--- src/hw/rtl/kwt_ram.sv ---
// generic single-write, single-read ram with registered read data
module kwt_ram #(
	parameter int WIDTH = 8,
	parameter int DEPTH = 256
) (
	input  logic                     clk,
	input  logic                     wr_en,
	input  logic [$clog2(DEPTH)-1:0] wr_addr,
	input  logic [WIDTH-1:0]         wr_data,
	input  logic                     rd_en,
	input  logic [$clog2(DEPTH)-1:0] rd_addr,
	output logic [WIDTH-1:0]         rd_data
);

	logic [WIDTH-1:0] mem [DEPTH];

	always_ff @(posedge clk) begin
		if (wr_en) begin
			mem[wr_addr] <= wr_data;
		end
		if (rd_en) begin
			rd_data <= mem[rd_addr];
		end
	end

endmodule
--- config.mk ---
export PLATFORM = sky130hd
export DESIGN_NAME = kwt_ram
export DESIGN_NICKNAME = d
export VERILOG_FILES = /design/src/hw/rtl/kwt_ram.sv
export SDC_FILE = /design/constraint.sdc
export NUM_CORES = 2
export LEC_CHECK = 0
export ABC_AREA = 0
export BUFFER_PORTS_ARGS = -buffer_cell sky130_fd_sc_hd__buf_4
export CORE_MARGIN = 1
export CORE_UTILIZATION = 50
export CTS_CLUSTER_SIZE = 20
export DETAILED_ROUTE_END_ITERATION = 8
export GPL_TIMING_DRIVEN = 0
export HOLD_SLACK_MARGIN = 0.06
export PLACE_DENSITY = 0.68
export SLEW_MARGIN = 20
export SYNTH_ARGS = -nofsm -noshare
export SYNTH_HDL_FRONTEND = slang
export SYNTH_SLANG_ARGS = --single-unit
--- constraint.sdc ---
create_clock -name clk -period 2.8 [get_ports clk]
set_input_delay 0.84 -clock clk [delete_from_list [all_inputs] [get_ports clk]]
set_output_delay 0.84 -clock clk [all_outputs]
set_load 0.005 [all_outputs]
==> run_results.csv <==
group,metric,value,unit
synth,synthArstFlopShare,0,%
worst_setup_path,path_cells,"buf_16 > buf_16 > buf_16 > buf_12 > buf_12 > mux4_2 > a22oi_2 > a21oi_2 > nor4_4 > nor4_4",
route,drc,0,
sta,setup_viol,321,
global_route,grt_pass1_wl,327.9,mm
clock_tree,cts_buffers,199,
global_route,grt_pass1_vias,41497,
synth,synth-seq-area-share,77.53,%
route,routed_wl,239.5,mm
worst_setup_path,r2r-end,"rd_data[5]",
clock_tree,tritoncts,"done",
global_route,groute.usage.overall,29.77,%
final_layout,syn2layout_area_growth,17.60,%
floorplanning,core,158200,µm²
power_and_ir_drop,p_per_area,691.6,nW/µm²
min_path,whs_path_depth,1,
placement,dpl.hpwl,155.8,mm
synth,synth_fp_nets,3760,
global_route,antenna_found_initial,11,
sta,finalCriticalPeriod,3.042,ns
floorplanning,start_util,50.34,%
synth,ys_types,54,
route,drtIter0Drc,7036,
synth,synthCells,3733,
worst_setup_path,end_kind,"flip-flop",
sta,finalHoldViolCount,0,
worst_setup_path,reg2reg_setup_slack,0.04,ns
placement,io_buffers,27,
worst_setup_path,slowest_stage,"nor4_4",
min_path,hp-class,"input pin to flip-flop",
sta,skew,0.04330,ns
route,wire_per_inst,37.84,µm
worst_setup_path,crit_path_max_incr_delay,0.77,ns
synth,synth_common_cells,"2056 x edfxtp_1, 454 x mux4_2, 282 x nor2_1",
final_layout,nNetsFinal,4115,
clock_tree,hold_buffers,0,
global_route,grt_remaining_overflow,0,
synth,syn-mean-instance-area,21.33,µm²
min_path,whs_endpoint,"rd_data[4]",
clock_tree,cts_max_level,4,
sta,slew_headroom,14.74,%
synth,yosys_warnings,0,
route,vias,42542,
synth,ys_seq_elements,2056,
sta,setup_slack,-0.2421,ns
flow_run,drv_cap,0,
route,ant_nets,0,
worst_setup_path,crit_fanout,10,
power_and_ir_drop,ir_drop,0.0007503,V
synth,synth.top_cells.by_area,"edfxtp_1 78%, mux4_2 13%, mux2i_1 1.7%, nor2_1 1.3%, a22oi_1 1.3%",
synth,yosys.area.top_type,"edfxtp_1",
route,vias_per_cell,6.723,
worst_setup_path,cp-start-kind,"input pin",
worst_setup_path,arrival,3.57,ns
floorplanning,ios,35,
clock_tree,clk_latency,0.87,ns
worst_setup_path,r2r_start,"mem[83][5]",
synth,syn_area,79640,µm²
floorplanning,dieArea,160900,µm²
sta,rsz0062_at_grt,"yes",
min_path,holdCritStartpoint,"rd_en",
worst_setup_path,crit_top_cell,"buf_16",
sta,max_freq,328.7,MHz
power_and_ir_drop,p_leak,28.97,nW
final_layout,design_area,93650,µm²
floorplanning,fp.dieW,401.1,µm
worst_setup_path,worstPathRequired,3.33,ns
outcome,status,"finished, violations left",
sta,slew_violations,0,
synth,synth_top_area_share,77.53,%
synth,synth_ff_type,"edfxtp_1",
placement,gp_congestion,1.035,
clock_tree,cts_root_buf,"clkbuf_16",
clock_tree,path_clk_slew,0.06,ns
worst_setup_path,critPathKind,"input pin to flip-flop",
floorplanning,die_h,401.1,µm
placement,dpl-instance-area,83400,µm²
sta,worst_slew_pin_slew,1.279,ns
route,drt_pass1_iterations,5,
synth,yosysMostFrequentCell,"edfxtp_1",
synth,synth-edff-count,2056,
worst_setup_path,reg2reg_depth,6,
sta,period_share,108.6,%
floorplanning,rows,146,
final_layout,drive_above_1_share,33.52,%
global_route,grt_max_degree,134,
sta,final.setup.tns,-14.39,ns
clock_tree,clockBufferDepth,3,
outcome,violations,"setup timing",
clock_tree,clock_sinks,2056,
[cell usage in the layout, fill, tap and decap left out, types with 18 or more instances in the layout]
cell | netlist | layout
edfxtp_1 | 2056 | 2056
mux4_2 | 454 | 454
clkbuf_16 | 0 | 202
mux2i_1 | 134 | 131
buf_4 | 27 | 129
nor2_2 | 0 | 118
a22oi_1 | 133 | 114
nor2_1 | 282 | 111
clkbuf_1 | 111 | 69
a21oi_1 | 96 | 68
nor2_4 | 0 | 53
clkinv_1 | 1 | 51
buf_16 | 0 | 43
buf_12 | 8 | 43
buf_6 | 21 | 35
clkbuf_4 | 0 | 30
nand2_1 | 33 | 30
clkinv_2 | 0 | 30
clkbuf_2 | 0 | 29
nand3_1 | 34 | 28
nor2b_1 | 31 | 27
o22ai_1 | 28 | 24
a21oi_2 | 0 | 23
o221ai_1 | 46 | 23
buf_8 | 13 | 22
a22oi_2 | 0 | 19
nor4_4 | 0 | 18
[repair_timing]
action | CTS | global route
resized for setup | 609 | 145
cloned | 1 | 0
endpoints found under the setup margin | 1431 | 1157
pin swaps | 42 | 48
setup buffers | 65 | 46
[logic make-up after synthesis]
| family | count (synthesis) | share of synthesized area [%] |
|---|---|---|
| AND/OR/NAND/NOR | 466 | 2.625 |
| multiplexers | 591 | 14.60 |
| AO/OA/AOI/OAI | 385 | 3.416 |
| flip-flops | 2056 | 77.53 |
| buffers and inverters | 235 | 1.829 |
[critical path, delay by kind of cell]
family          cells  cell delay, ns
buf+inv             5            0.79
compound gates      2            0.41
mux                 1            0.54
simple gates        2            0.92
[final cells by class]
cell class | instances | area [µm²]
buffer | 225 | 2525
clock buffer | 245 | 5174
inverter | 2 | 11.26
sequential | 2056 | 61740
timing repair buffer | 162 | 1981
clock inverter | 119 | 1117
antenna | 5 | 12.51
fill | 11099 | 64540
tap | 2072 | 2592
multi-input combinational | 1442 | 18500
[state kept, by name, indices dropped and copies added (netlist names)]
signal / flops
mem: 2048
rd_data: 8
[per-stage QoR]
| step | power (mW) | worst slack (ns) | hold WS, ns | util (%) | std cells |
|---|---|---|---|---|---|
| floorplan | 36.31 | -0.01371 | 0.8642 | - | 3733 |
| global placement | 38.12 | -3.487 | 1.115 | 52.25 | 5832 |
| detailed placement | 38.23 | -2.534 | 1.127 | 52.72 | 5857 |
| CTS | 64.51 | -0.2810 | 0.2451 | 58.69 | 6281 |
| global route | 65.88 | -0.1363 | 0.2716 | 59.19 | 6323 |
| finish | 64.77 | -0.2421 | 0.2746 | 59.20 | 6328 |
[power breakdown]
group          internal (mW)  total [mW]  switching, mW
Sequential              33.9        34.0         0.0205
Combinational           1.55        4.37           2.82
Clock                   14.7        26.4           11.7
Total                   50.2        64.8           14.6
[how the worst max path moves through the flow]
stage / start / to / slack [ns] / cells after the start
detailed placement: rd_addr[3] / rd_data[1] / -2.53 / 7
global route: rd_addr[0] / rd_data[2] / -0.14 / 10
CTS: wr_addr[1] / mem[130][4] / -0.28 / 6
floorplan: rd_addr[0] / rd_data[2] / -0.01 / 9
global placement: rd_addr[4] / rd_data[4] / -3.49 / 9
finish: rd_addr[0] / rd_data[2] / -0.24 / 10
[routing by layer]
layer	up-vias	GRT usage (%)	share of wire, %	wire [µm]
li1	16482	-	-	-
met1	22333	40.42	36	86730
met2	3134	43.25	44	106200
met3	585	10.03	14	33110
met4	8	14.92	5.6	13360
met5	-	0	0.015	36
No activity file was read; power rests on OpenSTA's default activity.
